File: src/hdl/cancs_pkg.sv
// Types and constants shared by the CAN controller SPI frame sequencer.
package cancs_pkg;

   localparam int BURST_LEN = 13;

   // Result kinds
   localparam logic [1:0] KIND_SPI = 2'd0;
   localparam logic [1:0] KIND_TX  = 2'd1;
   localparam logic [1:0] KIND_RX  = 2'd2;

   // Request types
   localparam logic [1:0] REQ_SEND = 2'd0;
   localparam logic [1:0] REQ_POLL = 2'd1;
   localparam logic [1:0] REQ_BYTE = 2'd2;

   // Controller instructions and register addresses
   localparam logic [7:0] INS_WRITE  = 8'h02;
   localparam logic [7:0] INS_READ   = 8'h03;
   localparam logic [7:0] INS_BITMOD = 8'h05;
   localparam logic [7:0] INS_RTS0   = 8'h81;
   localparam logic [7:0] INS_RXB0   = 8'h90;
   localparam logic [7:0] INS_RXB1   = 8'h96;
   localparam logic [7:0] REG_INTF   = 8'h2C;
   localparam logic [7:0] REG_TXCTRL = 8'h30;
   localparam logic [7:0] REG_TXSIDH = 8'h31;
   localparam int         TXREQ_BIT  = 2;

   // Commands handed from front to back
   localparam logic [2:0] CMD_TX_READ  = 3'd0;
   localparam logic [2:0] CMD_RX_READ  = 3'd1;
   localparam logic [2:0] CMD_TX_BUSY  = 3'd2;
   localparam logic [2:0] CMD_TX_WRITE = 3'd3;
   localparam logic [2:0] CMD_RX_NONE  = 3'd4;
   localparam logic [2:0] CMD_BURST    = 3'd5;
   localparam logic [2:0] CMD_RX_DONE  = 3'd6;

   typedef struct packed {
      logic [2:0]  code;
      logic [1:0]  flag;
      logic [10:0] id;
      logic [3:0]  len;
      logic [63:0] payload;
   } cmd_type;

   typedef struct packed {
      logic [1:0]  out_kind;
      logic [7:0]  mosi_byte;
      logic        cs_release;
      logic        needs_response;
      logic        tx_queued;
      logic        rx_valid;
      logic [10:0] rx_id;
      logic [3:0]  rx_len;
      logic [63:0] rx_payload;
      logic        last;
   } beat_type;

endpackage

File: src/hdl/cancs_front.sv
// Front end: tracks the exchange phase, captures bytes and issues commands.
module cancs_front (
   input  logic                 clock,
   input  logic                 reset,
   input  logic                 accept,
   input  logic [1:0]           req_type,
   input  logic [10:0]          frame_id,
   input  logic [7:0]           frame_len,
   input  logic [63:0]          frame_payload,
   input  logic [7:0]           miso_byte,
   output logic                 cmd_valid,
   output cancs_pkg::cmd_type   cmd
);
   import cancs_pkg::*;

   localparam logic [1:0] PH_IDLE   = 2'd0;
   localparam logic [1:0] PH_TXCTRL = 2'd1;
   localparam logic [1:0] PH_INTF   = 2'd2;
   localparam logic [1:0] PH_BURST  = 2'd3;

   logic [1:0]  phase_ff, phase_in;
   logic [10:0] pend_id_ff, pend_id_in;
   logic [3:0]  pend_len_ff, pend_len_in;
   logic [63:0] pend_pay_ff, pend_pay_in;
   logic [1:0]  flag_ff, flag_in;
   logic [3:0]  count_ff, count_in;
   logic [7:0]  bytes_ff [BURST_LEN];

   logic [7:0]  last_bytes [BURST_LEN];
   logic [3:0]  dlc;
   logic [63:0] rx_pay;

   always_comb begin
      for (int k = 0; k < BURST_LEN - 1; k++) begin
         last_bytes[k] = bytes_ff[k];
      end
      last_bytes[BURST_LEN-1] = miso_byte;
      dlc = (last_bytes[4][3:0] > 4'd8) ? 4'd8 : last_bytes[4][3:0];
      for (int k = 0; k < 8; k++) begin
         rx_pay[8*k +: 8] = (4'(k) < dlc) ? last_bytes[5+k] : 8'h00;
      end
   end

   always_comb begin
      phase_in    = phase_ff;
      pend_id_in  = pend_id_ff;
      pend_len_in = pend_len_ff;
      pend_pay_in = pend_pay_ff;
      flag_in     = flag_ff;
      count_in    = count_ff;
      cmd_valid   = 1'b0;
      cmd         = '0;
      if (accept) begin
         case (phase_ff)
            PH_IDLE: begin
               if (req_type == REQ_SEND) begin
                  pend_id_in  = frame_id;
                  pend_len_in = (frame_len > 8'd8) ? 4'd8 : frame_len[3:0];
                  pend_pay_in = frame_payload;
                  cmd_valid   = 1'b1;
                  cmd.code    = CMD_TX_READ;
                  phase_in    = PH_TXCTRL;
               end else if (req_type == REQ_POLL) begin
                  cmd_valid = 1'b1;
                  cmd.code  = CMD_RX_READ;
                  phase_in  = PH_INTF;
               end
            end
            PH_TXCTRL: begin
               if (req_type == REQ_BYTE) begin
                  cmd_valid = 1'b1;
                  if (miso_byte[TXREQ_BIT]) begin
                     cmd.code = CMD_TX_BUSY;
                  end else begin
                     cmd.code    = CMD_TX_WRITE;
                     cmd.id      = pend_id_ff;
                     cmd.len     = pend_len_ff;
                     cmd.payload = pend_pay_ff;
                  end
                  phase_in = PH_IDLE;
               end
            end
            PH_INTF: begin
               if (req_type == REQ_BYTE) begin
                  cmd_valid = 1'b1;
                  if (miso_byte[1:0] == 2'b00) begin
                     cmd.code = CMD_RX_NONE;
                     phase_in = PH_IDLE;
                  end else begin
                     flag_in  = miso_byte[0] ? 2'd1 : 2'd2;
                     cmd.code = CMD_BURST;
                     cmd.flag = flag_in;
                     count_in = 4'd0;
                     phase_in = PH_BURST;
                  end
               end
            end
            PH_BURST: begin
               if (req_type == REQ_BYTE) begin
                  if (count_ff == 4'(BURST_LEN - 1)) begin
                     cmd_valid   = 1'b1;
                     cmd.code    = CMD_RX_DONE;
                     cmd.flag    = flag_ff;
                     cmd.id      = {last_bytes[0], last_bytes[1][7:5]};
                     cmd.len     = dlc;
                     cmd.payload = rx_pay;
                     count_in    = 4'd0;
                     phase_in    = PH_IDLE;
                  end else begin
                     count_in = count_ff + 4'd1;
                  end
               end
            end
            default: begin
               phase_in = PH_IDLE;
            end
         endcase
      end
   end

   always_ff @(posedge clock) begin
      if (reset) begin
         phase_ff    <= PH_IDLE;
         pend_id_ff  <= '0;
         pend_len_ff <= '0;
         pend_pay_ff <= '0;
         flag_ff     <= '0;
         count_ff    <= '0;
      end else begin
         phase_ff    <= phase_in;
         pend_id_ff  <= pend_id_in;
         pend_len_ff <= pend_len_in;
         pend_pay_ff <= pend_pay_in;
         flag_ff     <= flag_in;
         count_ff    <= count_in;
      end
   end

   always_ff @(posedge clock) begin
      if (accept && phase_ff == PH_BURST && req_type == REQ_BYTE
          && count_ff < 4'(BURST_LEN)) begin
         bytes_ff[count_ff] <= miso_byte;
      end
   end

endmodule

File: src/hdl/cancs_queue.sv
// Short command queue between front and back.
module cancs_queue #(
   parameter int DEPTH = 2
) (
   input  logic                 clock,
   input  logic                 reset,
   input  logic                 wr_valid,
   input  cancs_pkg::cmd_type   wr_cmd,
   output logic                 full,
   output logic                 rd_valid,
   output cancs_pkg::cmd_type   rd_cmd,
   input  logic                 rd_pop
);
   import cancs_pkg::*;

   localparam int PW = (DEPTH > 1) ? $clog2(DEPTH) : 1;
   localparam int CW = $clog2(DEPTH + 1);

   cmd_type       mem_ff [DEPTH];
   logic [PW-1:0] wr_ptr_ff, wr_ptr_in;
   logic [PW-1:0] rd_ptr_ff, rd_ptr_in;
   logic [CW-1:0] count_ff, count_in;
   logic          do_wr, do_rd;

   assign full     = (count_ff == CW'(DEPTH));
   assign rd_valid = (count_ff != '0);
   assign rd_cmd   = mem_ff[rd_ptr_ff];
   assign do_wr    = wr_valid && !full;
   assign do_rd    = rd_pop && rd_valid;

   always_comb begin
      wr_ptr_in = wr_ptr_ff;
      rd_ptr_in = rd_ptr_ff;
      count_in  = count_ff;
      if (do_wr) begin
         wr_ptr_in = (wr_ptr_ff == PW'(DEPTH - 1)) ? '0 : wr_ptr_ff + PW'(1);
      end
      if (do_rd) begin
         rd_ptr_in = (rd_ptr_ff == PW'(DEPTH - 1)) ? '0 : rd_ptr_ff + PW'(1);
      end
      if (do_wr && !do_rd) begin
         count_in = count_ff + CW'(1);
      end else if (do_rd && !do_wr) begin
         count_in = count_ff - CW'(1);
      end
   end

   always_ff @(posedge clock) begin
      if (reset) begin
         wr_ptr_ff <= '0;
         rd_ptr_ff <= '0;
         count_ff  <= '0;
      end else begin
         wr_ptr_ff <= wr_ptr_in;
         rd_ptr_ff <= rd_ptr_in;
         count_ff  <= count_in;
      end
   end

   always_ff @(posedge clock) begin
      if (do_wr) begin
         mem_ff[wr_ptr_ff] <= wr_cmd;
      end
   end

endmodule

File: src/hdl/cancs_back.sv
// Back end: expands commands to SPI bytes/results, a beat a cycle unless held.
module cancs_back (
   input  logic                 clock,
   input  logic                 reset,
   input  logic                 cmd_valid,
   input  cancs_pkg::cmd_type   cmd,
   output logic                 cmd_pop,
   output logic                 empty,
   input  logic                 pop,
   output cancs_pkg::beat_type  beat
);
   import cancs_pkg::*;

   logic [4:0] step_ff, step_in;
   logic       out_valid_ff, out_valid_in;
   beat_type   beat_ff, beat_in;
   logic [4:0] last_step;
   logic [4:0] data_end;
   logic [2:0] byte_idx;
   logic       load;

   assign data_end = 5'd7 + 5'(cmd.len);
   assign byte_idx = 3'(step_ff - 5'd7);

   always_comb begin
      case (cmd.code)
         CMD_TX_READ:  last_step = 5'd2;
         CMD_RX_READ:  last_step = 5'd2;
         CMD_TX_WRITE: last_step = data_end + 5'd1;
         CMD_BURST:    last_step = 5'(BURST_LEN);
         CMD_RX_DONE:  last_step = 5'd4;
         default:      last_step = 5'd0;
      endcase
   end

   always_comb begin
      beat_in      = '0;
      beat_in.last = (step_ff == last_step);
      case (cmd.code)
         CMD_TX_READ, CMD_RX_READ: begin
            case (step_ff)
               5'd0:    beat_in.mosi_byte = INS_READ;
               5'd1:    beat_in.mosi_byte = (cmd.code == CMD_TX_READ) ? REG_TXCTRL : REG_INTF;
               default: begin
                  beat_in.cs_release     = 1'b1;
                  beat_in.needs_response = 1'b1;
               end
            endcase
         end
         CMD_TX_BUSY: begin
            beat_in.out_kind = KIND_TX;
         end
         CMD_TX_WRITE: begin
            if (step_ff == 5'd0) begin
               beat_in.mosi_byte = INS_WRITE;
            end else if (step_ff == 5'd1) begin
               beat_in.mosi_byte = REG_TXSIDH;
            end else if (step_ff == 5'd2) begin
               beat_in.mosi_byte = cmd.id[10:3];
            end else if (step_ff == 5'd3) begin
               beat_in.mosi_byte = {cmd.id[2:0], 5'b00000};
            end else if (step_ff == 5'd6) begin
               beat_in.mosi_byte  = {4'h0, cmd.len};
               beat_in.cs_release = (cmd.len == 4'd0);
            end else if (step_ff > 5'd6 && step_ff < data_end) begin
               beat_in.mosi_byte  = cmd.payload[8*byte_idx +: 8];
               beat_in.cs_release = (step_ff + 5'd1 == data_end);
            end else if (step_ff == data_end) begin
               beat_in.mosi_byte  = INS_RTS0;
               beat_in.cs_release = 1'b1;
            end else if (step_ff > data_end) begin
               beat_in.out_kind  = KIND_TX;
               beat_in.tx_queued = 1'b1;
            end
         end
         CMD_RX_NONE: begin
            beat_in.out_kind = KIND_RX;
         end
         CMD_BURST: begin
            if (step_ff == 5'd0) begin
               beat_in.mosi_byte = (cmd.flag == 2'd1) ? INS_RXB0 : INS_RXB1;
            end else begin
               beat_in.needs_response = 1'b1;
               beat_in.cs_release     = (step_ff == 5'(BURST_LEN));
            end
         end
         CMD_RX_DONE: begin
            case (step_ff)
               5'd0:    beat_in.mosi_byte = INS_BITMOD;
               5'd1:    beat_in.mosi_byte = REG_INTF;
               5'd2:    beat_in.mosi_byte = {6'd0, cmd.flag};
               5'd3:    beat_in.cs_release = 1'b1;
               default: begin
                  beat_in.out_kind   = KIND_RX;
                  beat_in.rx_valid   = 1'b1;
                  beat_in.rx_id      = cmd.id;
                  beat_in.rx_len     = cmd.len;
                  beat_in.rx_payload = cmd.payload;
               end
            endcase
         end
         default: begin
            beat_in = '0;
         end
      endcase
   end

   assign load    = cmd_valid && (!out_valid_ff || pop);
   assign cmd_pop = load && (step_ff == last_step);
   assign empty   = !out_valid_ff;
   assign beat    = beat_ff;

   always_comb begin
      step_in      = step_ff;
      out_valid_in = out_valid_ff;
      if (load) begin
         step_in      = cmd_pop ? 5'd0 : step_ff + 5'd1;
         out_valid_in = 1'b1;
      end else if (pop) begin
         out_valid_in = 1'b0;
      end
   end

   always_ff @(posedge clock) begin
      if (reset) begin
         step_ff      <= '0;
         out_valid_ff <= 1'b0;
      end else begin
         step_ff      <= step_in;
         out_valid_ff <= out_valid_in;
      end
   end

   always_ff @(posedge clock) begin
      if (load) begin
         beat_ff <= beat_in;
      end
   end

endmodule

File: src/hdl/can_controller_spi_frame_sequencer.sv
// Top level of the CAN controller SPI frame sequencer.
// The front end takes one request beat per cycle while its command queue has
// room; ignored beats are taken and produce nothing. The back end issues one
// result beat per cycle from the head command into the output register while
// that register is empty or being popped. A command has 1 result beat for a
// busy or empty answer, 3 for a status read, 5 for a receive completion, 14
// for a burst read and 9 to 17 for a frame send, 17 with a full payload.
// Sustained rate is set by the back end's one beat per cycle when pop keeps up.
module can_controller_spi_frame_sequencer #(
   parameter int QUEUE_DEPTH = 2
) (
   input  logic        clock,
   input  logic        reset,
   input  logic        push,
   output logic        full,
   input  logic [1:0]  req_type,
   input  logic [10:0] req_frame_id,
   input  logic [7:0]  req_frame_len,
   input  logic [63:0] req_frame_payload,
   input  logic [7:0]  req_miso_byte,
   output logic        empty,
   input  logic        pop,
   output logic [1:0]  rsp_out_kind,
   output logic [7:0]  rsp_mosi_byte,
   output logic        rsp_cs_release,
   output logic        rsp_needs_response,
   output logic        rsp_tx_queued,
   output logic        rsp_rx_valid,
   output logic [10:0] rsp_rx_id,
   output logic [3:0]  rsp_rx_len,
   output logic [63:0] rsp_rx_payload,
   output logic        rsp_last
);
   import cancs_pkg::*;

   logic     accept;
   logic     fq_valid;
   cmd_type  fq_cmd;
   logic     qb_valid;
   cmd_type  qb_cmd;
   logic     qb_pop;
   beat_type beat;

   assign accept = push && !full;

   cancs_front u_front (
      .clock         (clock),
      .reset         (reset),
      .accept        (accept),
      .req_type      (req_type),
      .frame_id      (req_frame_id),
      .frame_len     (req_frame_len),
      .frame_payload (req_frame_payload),
      .miso_byte     (req_miso_byte),
      .cmd_valid     (fq_valid),
      .cmd           (fq_cmd)
   );

   cancs_queue #(
      .DEPTH (QUEUE_DEPTH)
   ) u_queue (
      .clock    (clock),
      .reset    (reset),
      .wr_valid (fq_valid),
      .wr_cmd   (fq_cmd),
      .full     (full),
      .rd_valid (qb_valid),
      .rd_cmd   (qb_cmd),
      .rd_pop   (qb_pop)
   );

   cancs_back u_back (
      .clock     (clock),
      .reset     (reset),
      .cmd_valid (qb_valid),
      .cmd       (qb_cmd),
      .cmd_pop   (qb_pop),
      .empty     (empty),
      .pop       (pop),
      .beat      (beat)
   );

   assign rsp_out_kind       = beat.out_kind;
   assign rsp_mosi_byte      = beat.mosi_byte;
   assign rsp_cs_release     = beat.cs_release;
   assign rsp_needs_response = beat.needs_response;
   assign rsp_tx_queued      = beat.tx_queued;
   assign rsp_rx_valid       = beat.rx_valid;
   assign rsp_rx_id          = beat.rx_id;
   assign rsp_rx_len         = beat.rx_len;
   assign rsp_rx_payload     = beat.rx_payload;
   assign rsp_last           = beat.last;

endmodule
File: config.mk
export PLATFORM = sky130hd
export DESIGN_NAME = can_controller_spi_frame_sequencer
export DESIGN_NICKNAME = d
export VERILOG_FILES = /design/src/hdl/cancs_pkg.sv /design/src/hdl/cancs_front.sv /design/src/hdl/cancs_queue.sv /design/src/hdl/cancs_back.sv /design/src/hdl/can_controller_spi_frame_sequencer.sv
export SDC_FILE = /design/constraint.sdc
export NUM_CORES = 1
export LEC_CHECK = 0
export ABC_AREA = 1
export BUFFER_PORTS_ARGS = -buffer_cell sky130_fd_sc_hd__buf_2
export CAP_MARGIN = 10
export CORE_MARGIN = 10
export CORE_UTILIZATION = 35
export CTS_CLUSTER_SIZE = 14
export DETAILED_ROUTE_END_ITERATION = 10
export GPL_TIMING_DRIVEN = 1
export PLACE_DENSITY = 0.52
export SYNTH_ARGS = -nofsm -noshare
export SYNTH_HDL_FRONTEND = slang
export SYNTH_SLANG_ARGS = --single-unit
File: constraint.sdc
create_clock -name clock -period 9.6 [get_ports clock]
set_input_delay 2.4 -clock clock [delete_from_list [all_inputs] [get_ports clock]]
set_output_delay 2.4 -clock clock [all_outputs]
set_load 0.05 [all_outputs]
==> flow_metrics.env <==
export IMPL_cpMostUsedCell="inv_1"
export IMPL_numCtsBuffers=44
export IMPL_routed_wl_um=52200
export IMPL_via_per_inst=4.94
export IMPL_fin_util_pct=40.7
export IMPL_grt_max_degree=84
export IMPL_synthArstFlopShare_pct=0
export IMPL_finalSetupViolations=0
export IMPL_htree_levels=2
export IMPL_crit_arrival_ns=4.75
export IMPL_crit_required_ns=9.79
export IMPL_final_nets=2007
export IMPL_synth_edf_count=333
export IMPL_n_antenna_cell=0
export IMPL_rows=84
export IMPL_fin_crit_sh_pct=47.5
export IMPL_die_h_um=249
export IMPL_final_max_slew_violation_count=0
export IMPL_crit_type="input port to flip-flop"
export IMPL_cp_max_fo=73
export IMPL_irDropWorstVdd_mv=0.166
export IMPL_ys_warn_count=0
export IMPL_design_core_area_um2=52300
export IMPL_die_w_um=249
export IMPL_synth_nets=1841
export IMPL_pwr_density_cell_nw_per_um2=298
export IMPL_fin_ws_ns=5.04
export IMPL_drv_cap=0
export IMPL_status="finished clean"
export IMPL_clkSinkCount=431
export IMPL_tritoncts="built"
export IMPL_startpoint_type="input port"
export IMPL_synth_commonest_cells="333 x edfxtp_1, 301 x nand2_1, 280 x nor2_1"
export IMPL_ys_ff_latch=431
export IMPL_p_leak_nw=7.67
export IMPL_synth_most_common_cell="edfxtp_1"
export IMPL_gp_congestion=0.885
export IMPL_avgSynthCellArea_um2=10.7
export IMPL_final_antenna_net_count=0
export IMPL_netlist_area_leader_share_pct=54.3
export IMPL_root_buffer="clkbuf_16"
export IMPL_synth_area_um2=18400
export IMPL_antenna_found_initial=0
export IMPL_tns_ns=0
export IMPL_grt_overflow=0
export IMPL_critPathMaxStageDelay_ns=0.83
export IMPL_clk_pin_slew_worst_paths_ns=0.06
export IMPL_synthTopCellsByArea="edfxtp_1 54%, dfxtp_1 11%, nand2_1 6.1%"
export IMPL_slew_headroom_pct=26.2
export IMPL_min_period_ns=4.56
export IMPL_cts_resized_gates=0
export IMPL_grt_pass1_wl_um=78300
export IMPL_wire_per_inst_um=20.0
export IMPL_drive_gt1_share_pct=18.6
export IMPL_ys_types=49
export IMPL_firstDrtPassIters=5
export IMPL_synthCells=1723
export IMPL_cp_cell_sequence="buf_2, inv_1, nor2_1, inv_1, nor3_4, inv_1, nand3_1, inv_1, nor2_1, inv_1, nor2_4, buf_4"
export IMPL_hp_class="flip-flop to flip-flop"
export IMPL_post_place_ws_ns=4.39
export IMPL_synth_ff_type="edfxtp_1"
export IMPL_cts_hold_fix_buffers=0
export IMPL_dieArea_um2=62200
export IMPL_final_hold_viol_count=0
export IMPL_clock_skew_ns=0.0123
export IMPL_grt_setup_unrepaired="no"
export IMPL_cp_end_kind="flip-flop"
export IMPL_crit_slowest_cell="buf_4"
export IMPL_area_growth_pct=15.7
export IMPL_cts_setup_buffers=0
export IMPL_finalPower_mw=6.35
export IMPL_via_count=12900
export IMPL_worstMarginPinSlew_ns=1.10
export IMPL_synth_top_cell_by_area="edfxtp_1"
export IMPL_insertion_delay_ns=0.57
export IMPL_io_pins=193
export IMPL_dp_hpwl_um=37200
export IMPL_track_usage_pct=16.2
export IMPL_drc=0
export IMPL_drt_iter0_markers=1046
export IMPL_portBuffers=192
export IMPL_start_util_pct=35.2
export IMPL_grt_pass1_vias=12600
export IMPL_fmax_ghz=0.219
export IMPL_synth_seq_area_share_pct=64.9
export IMPL_clockBufferDepth=3
-- worst paths after layout --
| kind | cells after the start | slack (ns) | endpoint | startpoint |
|---|---|---|---|---|
| worst min-delay path | 2 | 0.47 | u_front.pend_len_ff[1] | u_front.pend_len_ff[1] |
| worst min register to register | 2 | 0.47 | u_front.pend_len_ff[1] | u_front.pend_len_ff[1] |
| worst max register to register | 19 | 5.21 | u_back.beat[84] | flip-flop |
| worst max-delay path | 12 | 5.04 | u_queue.mem_ff[0][28] | req_type[1] |
-- worst max-delay path, delay by kind of cell --
family | cells | cell delay, ns
and+or+nand+nor | 5 | 0.86
buffers and inverters | 7 | 1.41
-- placed cells by master (no fill, tap or decap), drive strengths merged, types with 3 or more instances in the layout --
cell type,count
a32oi,9
o21ai,125
o2111ai,8
a22oi,9
mux2i,33
clkinv,13
edfxtp,333
a21oi,121
a31oi,5
clkbuf,65
nand3,105
nand4,8
nand2,317
or2,21
dfxtp,98
buf,207
bufinv,3
nand3b,16
nor3,26
o22ai,3
nor2,288
ha,21
inv,76
-- power breakdown --
| part | switching, mW | internal, mW |
|---|---|---|
| logic | 1.66 | 0.475 |
| clock network | 0.708 | 0.977 |
| registers | 0.119 | 2.41 |
| total | 2.49 | 3.86 |
-- metrics by stage --
step | instances | hold WS [ns] | cell area (um^2)
CTS | 2611 | 0.466 | 21300
floorplan | 1723 | 0.439 | 18400
global route | 2612 | 0.500 | 21300
global placement | 2530 | 0.459 | 19900
finish | 2612 | 0.467 | 21300
detailed placement | 2530 | 0.457 | 19900
-- flip-flops by register name (all words and copies together) (netlist names), named ones only --
register and count:
u_back.out_valid_ff 1, u_queue.rd_ptr_ff 1, u_queue.wr_ptr_ff 1, u_front.pend_pay_ff 64, u_front.pend_id_ff 11, u_queue.count_ff 2, u_queue.mem_ff 168, u_front.count_ff 4
u_back.step_ff 5, u_front.flag_ff 2, u_front.phase_ff 2, u_front.bytes_ff 71, u_back.beat 94, u_front.pend_len_ff 4
-- per-layer routing --
layer,wire length [um],part of all wire (%),vias up,GRT usage (%)
li1,-,-,6307,-
met1,24900,48,6159,22.7
met2,23200,44,366,25.0
met3,2900,5.6,76,3.03
met4,1220,2.3,0,4.87
met5,0,0,-,0
-- cells by family after synthesis --
family	share of synthesized area [%]
xor gates and xnor gates	0.231
adders and majority gates	1.43
buffers and inverters	4.26
muxes	1.79
AOI/OAI and AO/OA	8.85
and+or+nand+nor	18.5
DFF	64.9
-- cell type report --
type,count,area [um^2]
Tap cell,688,861
Inverter,77,294
Fill cell,5116,31000
Clock buffer,64,1240
Sequential cell,431,12000
Timing Repair Buffer,208,1080
Multi-Input combinational cell,1127,5720
Clock inverter,17,166
Note: power is estimated with default switching activity, not from simulation.
